**src/rtl/core/tcce_pkg.sv**
```systemverilog
// Package for the text console cursor engine.
// Holds request codes, character constants and the transaction payload types.
// Depends on nothing; every other file of the block imports it.
package tcce_pkg;

    localparam int unsigned ATTR_W    = 8;
    localparam int unsigned CHAR_W    = 8;
    localparam int unsigned CELL_W    = 16;
    localparam int unsigned OUT_COL_W = 7;
    localparam int unsigned OUT_ROW_W = 5;

    localparam logic [1:0] REQ_PUT   = 2'd0;
    localparam logic [1:0] REQ_CLEAR = 2'd1;
    localparam logic [1:0] REQ_SET   = 2'd2;
    localparam logic [1:0] REQ_READ  = 2'd3;

    localparam logic [CHAR_W-1:0] CHAR_LF    = 8'h0A;
    localparam logic [CHAR_W-1:0] CHAR_CR    = 8'h0D;
    localparam logic [CHAR_W-1:0] CHAR_TAB   = 8'h09;
    localparam logic [CHAR_W-1:0] CHAR_BS    = 8'h08;
    localparam logic [CHAR_W-1:0] CHAR_BLANK = 8'h20;
    localparam logic [CHAR_W-1:0] CHAR_LAST  = 8'h7E;

    localparam logic [ATTR_W-1:0] RESET_ATTR = 8'h07;
    localparam int unsigned       TAB_STEP   = 4;
    localparam int unsigned       TAB_MASK   = 3;

    typedef struct packed {
        logic [1:0]        req_type;
        logic [CHAR_W-1:0] char_code;
        logic [7:0]        target_col;
        logic [7:0]        target_row;
    } req_t;

    typedef struct packed {
        logic [OUT_COL_W-1:0] cursor_col;
        logic [OUT_ROW_W-1:0] cursor_row;
        logic [CELL_W-1:0]    cell_data;
        logic                 scrolled;
    } rsp_t;

    typedef struct packed {
        logic write_cell;
        logic blank;
        logic scroll;
    } put_flags_t;

endpackage

```
**src/rtl/core/tcce_cursor_step.sv**
```systemverilog
// Cursor update for one put character request of the text console engine.
// Decodes the character, gives the new cursor, the cell to write and the scroll flag.
// Depends on tcce_pkg.
module tcce_cursor_step #(
    parameter int unsigned COLUMNS = 80,
    parameter int unsigned ROWS    = 25,
    parameter int unsigned COL_W   = 7,
    parameter int unsigned ROW_W   = 5
) (
    input  logic [COL_W-1:0]           cur_col,
    input  logic [ROW_W-1:0]           cur_row,
    input  logic [tcce_pkg::CHAR_W-1:0] char_code,
    output logic [COL_W-1:0]           new_col,
    output logic [ROW_W-1:0]           new_row,
    output logic [COL_W-1:0]           write_col,
    output tcce_pkg::put_flags_t       flags
);
    import tcce_pkg::*;

    logic [COL_W+1:0] col_t;
    logic [ROW_W:0]   row_t;

    always_comb
    begin
        col_t     = {2'b00, cur_col};
        row_t     = {1'b0, cur_row};
        write_col = cur_col;
        flags     = '0;
        unique case (char_code)
            CHAR_LF:
            begin
                col_t = '0;
                row_t = row_t + 1'b1;
            end
            CHAR_CR:
            begin
                col_t = '0;
            end
            CHAR_TAB:
            begin
                col_t = (col_t + (COL_W+2)'(TAB_STEP)) & ~(COL_W+2)'(TAB_MASK);
            end
            CHAR_BS:
            begin
                if (cur_col != '0)
                begin
                    col_t            = col_t - 1'b1;
                    write_col        = cur_col - 1'b1;
                    flags.write_cell = 1'b1;
                    flags.blank      = 1'b1;
                end
            end
            default:
            begin
                if (char_code >= CHAR_BLANK && char_code <= CHAR_LAST)
                begin
                    flags.write_cell = 1'b1;
                    col_t            = col_t + 1'b1;
                end
            end
        endcase
        if (col_t >= (COL_W+2)'(COLUMNS))
        begin
            col_t = '0;
            row_t = row_t + 1'b1;
        end
        if (row_t >= (ROW_W+1)'(ROWS))
        begin
            flags.scroll = 1'b1;
            row_t        = (ROW_W+1)'(ROWS - 1);
            col_t        = '0;
        end
        new_col = col_t[COL_W-1:0];
        new_row = row_t[ROW_W-1:0];
    end

endmodule

```
**config.mk**
```make
export PLATFORM = sky130hd
export DESIGN_NAME = tcce_cursor_step
export DESIGN_NICKNAME = d
export VERILOG_FILES = /design/src/rtl/core/tcce_pkg.sv /design/src/rtl/core/tcce_cursor_step.sv
export SDC_FILE = /design/constraint.sdc
export NUM_CORES = 1
export LEC_CHECK = 0
export BUFFER_PORTS_ARGS = -buffer_cell sky130_fd_sc_hd__buf_2
export CAP_MARGIN = 25
export CELL_PAD_IN_SITES_DETAIL_PLACEMENT = 0
export CELL_PAD_IN_SITES_GLOBAL_PLACEMENT = 2
export CORE_ASPECT_RATIO = 2
export CORE_MARGIN = 2
export CORE_UTILIZATION = 26
export DETAILED_ROUTE_END_ITERATION = 8
export PLACE_DENSITY_LB_ADDON = 0.1
export SLEW_MARGIN = 25
export SYNTH_ARGS = -nofsm -noshare
export SYNTH_HDL_FRONTEND = slang
export SYNTH_SLANG_ARGS = --single-unit
```
**constraint.sdc**
```tcl
create_clock -name vclk -period 3.9
set_clock_uncertainty 0.2 [all_clocks]
set_input_delay 0.585 -clock vclk [all_inputs]
set_output_delay 0.585 -clock vclk [all_outputs]
set_load 0.01 [all_outputs]
```
# Yosys cells after proc, flatten, opt, wreduce, memory -nomap -nowiden
# Index checks and enable logic that the tools add are counted.
[op_classes]
n_addsub = 6
n_mul = 0
div = 0
order_cmp = 4
n_eq_ne = 4
n_shift = 0
mux = 15
n_bitwise = 0
n_reduce_logical = 4
[ops]
columns = ["operator", "n"]
rows = [
  ["$eq 8x4->1 const B", 4],
  ["$mux 7", 4],
  ["$pmux 9 s3", 1],
  ["$mux 6", 2],
  ["$ge 9x7->1 const B", 1],
  ["$mux 9", 1],
  ["$add 7x1->8 const B", 1],
  ["$add 7x3->8 const B", 1],
  ["$ge 8x6->1 const B", 1],
  ["$le 8x7->1 const B", 1],
  ["$mux 8", 1],
  ["$sub 7x1->8 const B", 1],
  ["$reduce_bool 7->1", 1],
  ["$sub 7x1->7 const B", 1],
  ["$add 5x1->6 const B", 1],
  ["$add 6x1->6 const B", 1],
  ["$ge 6x5->1 const B", 1],
  ["$mux 5", 1],
  ["$mux 1", 3],
  ["$reduce_or 3->1", 1],
  ["$mux 2", 1],
  ["$pmux 1 s2", 1],
  ["$reduce_or 2->1", 1],
  ["$logic_and 1x1->1", 1],
]
[word_totals]
ff_bits = 0
latchBits = 0
ramBits = 0
mem_bits_ro = 0
input_bits = 20
out_inout_bits = 22
wordCells = 33
n_memories = 0

# Longest topological paths before layout
# Gate-level depths: netlist of the first run.
[logic_depth]
ltp_word = 8
ltp_mapped = 15
depth_no_buf = 13

# Least setup slack after synthesis of the first run
# Ideal clock, no wire load.
[synth_timing]
path_type = "in2out"
start = "in cur_col[2]"
end = "out new_row[1]"
arrival_time_ns = 3.111
required_time_ns = 3.115
path_slack_ns = 0.004
cell_stages = 15
n_path_buf = 3
cell_sequence = "clkbuf_1 inv_1 ha_1 nand2_1 or4_4 and4b_1 buf_4 a22oi_1 a22o_1 a21o_1 nand2_2 mux2_4 a211oi_2 buf_6 nor3b_2"
[synth_between]
elab_chain_cells = 7
word_cells_on_any_way = 11
classes_between = "add/sub (3); order compare (2); mux (5); reduce/logical (1)"
[synth_rtl]
columns = ["item", "line_no", "rtl"]
rows = [
  ["start: declaration", "tcce_cursor_step.sv:10", "input logic [COL_W-1:0] cur_col,"],
  ["$add 7x1->8, or another cell as far along", "tcce_cursor_step.sv:58", "col_t = col_t + 1'b1;"],
  ["$mux 8 / $mux 9 (equally long branches)", "tcce_cursor_step.sv:55, tcce_cursor_step.sv:45", ""],
  ["$pmux 9 s3 *", "tcce_cursor_step.sv:29", "unique case (char_code)"],
  ["$ge 9x7->1 *", "tcce_cursor_step.sv:62", "if (col_t >= (COL_W+2)'(COLUMNS))"],
  ["$mux 6 *", "tcce_cursor_step.sv:62", ""],
  ["$ge 6x5->1", "tcce_cursor_step.sv:67", "if (row_t >= (ROW_W+1)'(ROWS))"],
  ["$mux 5 *", "tcce_cursor_step.sv:67", ""],
  ["end: declaration", "tcce_cursor_step.sv:14", "output logic [ROW_W-1:0] new_row,"],
]
# Mark *: on every way between the ends. The rest lies on a longest branch, timed or not.

# Worst setup path in the final report of the first run
[layout_timing]
start = "in char_code[7] (netlist bit)"
end = "out new_col[3]"
[layout_between]
elab_chain_cells = 8
word_cells_on_any_way = 17
classes_between = "add/sub (1); order compare (4); eq/ne (4); mux (6); reduce/logical (2)"
[layout_rtl]
columns = ["item", "line_no", "rtl"]
rows = [
  ["start: declaration", "tcce_cursor_step.sv:12", "input logic [tcce_pkg::CHAR_W-1:0] char_code,"],
  ["$ge 8x6->1 / $le 8x7->1 (equally long branches)", "tcce_cursor_step.sv:55", "if (char_code >= CHAR_BLANK && char_code <= CHAR_LAST)"],
  ["$logic_and 1x1->1", "tcce_cursor_step.sv:55", ""],
  ["$mux 8", "tcce_cursor_step.sv:55", ""],
  ["$pmux 9 s3", "tcce_cursor_step.sv:29", ""],
  ["$ge 9x7->1", "tcce_cursor_step.sv:62", ""],
  ["$mux 6", "tcce_cursor_step.sv:62", ""],
  ["$ge 6x5->1", "tcce_cursor_step.sv:67", ""],
  ["$mux 7 *", "tcce_cursor_step.sv:67", ""],
  ["end: declaration", "tcce_cursor_step.sv:13", "output logic [COL_W-1:0] new_col,"],
]
# Marked as above.

==> results of run 1 <==
## repair_timing
action,4_1_cts,5_1_grt
gates resized for setup,13,25
gates cloned,1,0
buffers inserted,16,7
pin swaps,13,20
setup endpoints to repair,11,13
## synth_stat cells (6+ instances only)
cell type and instances:
a21oi_1 9, clkbuf_1 9, ha_1 8, inv_1 7, nand2_1 25, nand2b_1 6, nand3_1 9, nor2_1 11
nor3_1 6, nor3_2 8, o21ai_0 6, xnor2_1 12
## metal layers
layer  vias up  share of wire  wire length (um)  global-route usage
met3        14          0.011                64             0.00144
met4         0          0.033               194              0.0586
li1        887              -                 -                   -
met5         -              0                 0                   0
met2        32           0.64              3780               0.470
met1       855           0.32              1880               0.176
## where the power goes
group,internal (mW),switching (mW)
clock network,0,0
logic,0.108,0.112
registers,0,0
total,0.108,0.112
## cell families after synthesis
group           count (synthesis)  share of synthesized area
xor+xnor                       16                      0.109
simple gates                   94                      0.436
buf+inv                        22                     0.0834
mux                             6                     0.0514
compound gates                 43                      0.242
fa+ha+maj                       8                     0.0776
## layout make-up
class                           instances  area [sq um]  area share
Timing Repair Buffer                  117           797       0.359
Multi-Input combinational cell        167          1320       0.597
Tap cell                               57          71.3      0.0321
Inverter                                7          26.3      0.0118
## stage by stage
stage / hold slack [ns] / worst slack, ns / total power, mW
final: 1.43 / -0.191 / 0.220
after global routing: 1.45 / -0.300 / 0.238
after CTS: 1.43 / -0.234 / 0.203
after detailed placement: 1.42 / -0.323 / 0.187
after global placement: 1.41 / -0.287 / 0.186
after floorplan: 1.14 / 0.00359 / 0.105
## path summary, 6_finish.rpt
check	slack (ns)	depth (start not counted)	endpoint	startpoint
max	-0.19	15	new_col[3]	char_code[7]
min	1.43	4	new_row[4]	cur_row[4]
## placed cells by master, fill, tap and decap left out, types with 6 or more instances in the layout
cell      instances
a21oi_1           8
buf_2            40
buf_4            72
nand2_1          19
nand2b_1          6
nand3_1           7
nor2_1           11
nor3_2            7
xnor2_1          11
==> impl_metrics.py, run 1 <==
metrics = {
    "outcome": {
        "outcome": "finished with violations",
        "violations": "negative setup slack",
    },
    "die": {
        "rows": 36,
        "num_io_pins": 42,
        "initial_core_util": 0.268,
        "die_h_um": 104,
        "dieArea_sq_um": 5580,
        "die_w_um": 53.8,
        "core-area_sq_um": 4820,
    },
    "global_routing": {
        "grtUsageTotal": 0.214,
        "grt_antenna_before_repair": 0,
        "grt_pass1_vias": 1905,
        "grt_max_degree": 11,
        "grt_pass1_wl_um": 9000,
        "grt_overflow": 0,
    },
    "finish": {
        "numSequentialCells": 0,
        "seq_area_sq_um": 0,
        "final_area_sq_um": 2220,
        "final_nets": 321,
        "fin_util": 0.460,
        "antenna_cells": 0,
        "fillers": 490,
        "stdcell_count": 348,
        "drive_gt1_frac": 0.560,
        "clkbuf_count": 0,
        "synthToLayoutAreaGrowth_pct": 72.0,
    },
    "drt": {
        "drt_iter0_markers": 48,
        "avgViaCountPerCell": 5.14,
        "postRouteWirelength_um": 5920,
        "final_antenna_net_count": 0,
        "drt-pass1-iter-count": 4,
        "wl_per_cell_um": 17.0,
        "vias": 1788,
        "drcViolationCount": 0,
    },
    "synth": {
        "yosys.area.top_type": "xnor2_1",
        "synth_nets": 217,
        "synthTopCellsByArea": "xnor2_1 8.1%, ha_1 7.8%, nand2_1 7.3%, nor3_2 6.2%, a21oi_1 3.5%",
        "yosysWarningCount": 0,
        "ys_seq_area_frac": 0,
        "syn_inst": 189,
        "yosysUniqueCellTypes": 56,
        "synth_top_area_share": 0.0815,
        "avgSynthCellArea_sq_um": 6.83,
        "synth_area_sq_um": 1290,
    },
    "timing": {
        "setup_ws_ns": -0.191,
        "setup_tns_ns": -1.95,
        "hold_viol": 0,
        "finalCritPeriodShare": 1.05,
        "worstMarginPinSlew_ns": 0.534,
        "drv_slew": 0,
        "period_minus_slack_ns": 4.09,
        "setup_violations": 12,
        "rsz0062_at_grt": "true",
        "slew_headroom": 0.644,
        "clock.fmax_mhz": 244,
    },
    "clock_network": {
        "cts_hold_buf": 0,
    },
    "place": {
        "io_buffers": 42,
        "placed_area_sq_um": 1870,
        "dp.final_hpwl_um": 4700,
        "place.gp.congestion": 0.930,
        "dp_cells": 324,
    },
    "power": {
        "p_per_area_nw_per_um2": 99.0,
        "ir_drop_mv": 0.0500,
        "p_leak_nw": 1.02,
    },
    "worst_setup_path": {
        "worstSetupPathType": "in2out",
        "critPathMaxFanout": 6,
        "critical_path.top_delay_family": "simple AND/OR/NAND/NOR gates",
        "crit_path_start_kind": "input port",
        "arrival_ns": 3.31,
        "crit_chain": "buf_6 > or4b_4 > nor2_4 > and4b_2 > a22oi_2 > a22o_1 > a21o_1 > nand2_4 > buf_4 > buf_4 > nand2_2 > a211oi_4 > buf_6 > nor3_2 > buf_2",
        "cp-end-kind": "primary output",
        "cp.required_ns": 3.12,
        "slowest_stage": "or4b_4",
        "crit_path_max_incr_delay_ns": 0.57,
        "path_buf_inv": 5,
    },
    "run": {
        "cap_violations": 0,
    },
    "min_path": {
        "hp-class": "in2out",
    },
}
No activity file was read; power rests on OpenSTA's default activity.
==> run 2, diff against run 1 <==
CORE_ASPECT_RATIO = 1.1   (was 2)
==> impl_metrics.py, run 2 (synthesis results as in run 1) <==
metrics = {
    "power": {
        "ir_drop_mv": 0.0300,
        "p_leak_nw": 0.963,
        "p_per_area_nw_per_um2": 101,
        "power_uw": 211,
    },
    "timing": {
        "setup_violations": 11,
        "drv_slew": 0,
        "clock.fmax_mhz": 246,
        "hold_viol": 0,
        "period_minus_slack_ns": 4.06,
        "setup_ws_ns": -0.159,
        "setup_tns_ns": -1.52,
        "worstMarginPinSlew_ns": 0.445,
        "slew_headroom": 0.703,
        "rsz0062_at_grt": "true",
        "finalCritPeriodShare": 1.04,
        "holdWs_ns": 1.39,
    },
    "worst_setup_path": {
        "crit_cells": 13,
        "worstSetupPathType": "in2out",
        "path_buf_inv": 4,
        "critPathMaxFanout": 7,
        "crit_chain": "buf_6 > or4b_4 > nor3_4 > inv_2 > o221a_1 > a211oi_2 > a21o_1 > nand2_4 > mux2_4 > a211oi_4 > buf_6 > nor3_4 > buf_2",
        "critical_path.top_delay_family": "simple AND/OR/NAND/NOR gates",
        "arrival_ns": 3.27,
        "cp-end-kind": "primary output",
        "slowest_stage": "or4b_4",
        "cp.required_ns": 3.12,
        "crit_path_max_incr_delay_ns": 0.57,
        "crit_path_start_kind": "input port",
    },
    "die": {
        "initial_core_util": 0.273,
        "rows": 26,
        "dieArea_sq_um": 5540,
        "die_w_um": 71.2,
        "die_h_um": 77.9,
        "core-area_sq_um": 4720,
        "num_io_pins": 42,
    },
    "min_path": {
        "hold_depth": 4,
        "hp-class": "in2out",
        "hold_start": "cur_col[3]",
        "hold-path-endpoint": "write_col[3]",
    },
    "finish": {
        "final_area_sq_um": 2090,
        "final_nets": 305,
        "seq_area_sq_um": 0,
        "fin_util": 0.443,
        "final_cell_mix": "56 x buf_4, 35 x buf_2, 24 x nand2_1, 12 x xnor2_1, 11 x nor2_1",
        "fillers": 509,
        "clkbuf_count": 0,
        "numSequentialCells": 0,
        "synthToLayoutAreaGrowth_pct": 62.0,
        "antenna_cells": 0,
        "drive_gt1_frac": 0.505,
        "final_common_cell": "buf_4",
    },
    "place": {
        "place.gp.congestion": 0.834,
        "dp.final_hpwl_um": 4030,
        "io_buffers": 42,
        "placed_area_sq_um": 1860,
    },
    "outcome": {
        "outcome": "finished with violations",
        "violations": "negative setup slack",
    },
    "drt": {
        "drt_iter0_markers": 29,
        "wl_per_cell_um": 14.4,
        "avgViaCountPerCell": 5.15,
        "drt-pass1-iter-count": 4,
        "drcViolationCount": 0,
        "postRouteWirelength_um": 4750,
        "vias": 1706,
        "final_antenna_net_count": 0,
    },
    "global_routing": {
        "grt_pass1_vias": 1678,
        "grt_overflow": 0,
        "grtUsageTotal": 0.168,
        "grt_pass1_wl_um": 7760,
        "grt_antenna_before_repair": 0,
        "grt_max_degree": 11,
    },
    "run": {
        "cap_violations": 0,
    },
}
-- run 2: cell types whose count changed in the layout (fill, tap and decap cells not counted), sizes merged --
cell / change
buf: -16
-- run 2: how the worst max path moves through the flow --
stage	from	slack (ns)	endpoint
floorplan	cur_col[2]	0.004	new_row[1]
global placement	char_code[5]	-0.20	new_col[1]
detailed placement	cur_col[2]	-0.21	new_col[1]
CTS	cur_col[3]	-0.19	new_col[2]
global route	char_code[5]	-0.29	new_col[3]
finish	char_code[5]	-0.16	new_col[1]
-- run 2: through the flow --
| stage | worst slack (ns) | instances |
|---|---|---|
| finish | -0.159 | 331 |
| global route | -0.286 | 331 |
| CTS | -0.188 | 327 |
| detailed placement | -0.209 | 322 |
| global placement | -0.203 | 322 |
| floorplan | 0.00359 | 189 |
-- run 2: layer usage --
| layer | routed length (um) | up-vias | global-route usage |
|---|---|---|---|
| met5 | 0 | - | 0 |
| met1 | 1780 | 799 | 0.180 |
| met2 | 2690 | 50 | 0.354 |
| met3 | 222 | 6 | 0.0130 |
| met4 | 61 | 0 | 0.0170 |
| li1 | - | 851 | - |
-- run 2: final cells by class --
| class | instances | area (sq um) | area share |
|---|---|---|---|
| inverters | 7 | 31.3 | 0.0150 |
| repair buffers | 101 | 712 | 0.341 |
| well taps | 56 | 70.1 | 0.0335 |
| multi-input cells | 167 | 1280 | 0.611 |
-- run 2: report_power, final --
part / leakage, nW / total, mW / internal [mW] / switching (mW)
combinational: 0.963 / 0.211 / 0.106 / 0.106
sequential: 0 / 0 / 0 / 0
clock: 0 / 0 / 0 / 0
total: 0.963 / 0.211 / 0.106 / 0.106
-- run 2: what timing repair did --
item | 4_1_cts | 5_1_grt
pin swaps | 11 | 5
hold buffers | 0 | 0
resized for setup | 32 | 5
setup endpoints to repair | 11 | 13
setup buffers | 5 | 4
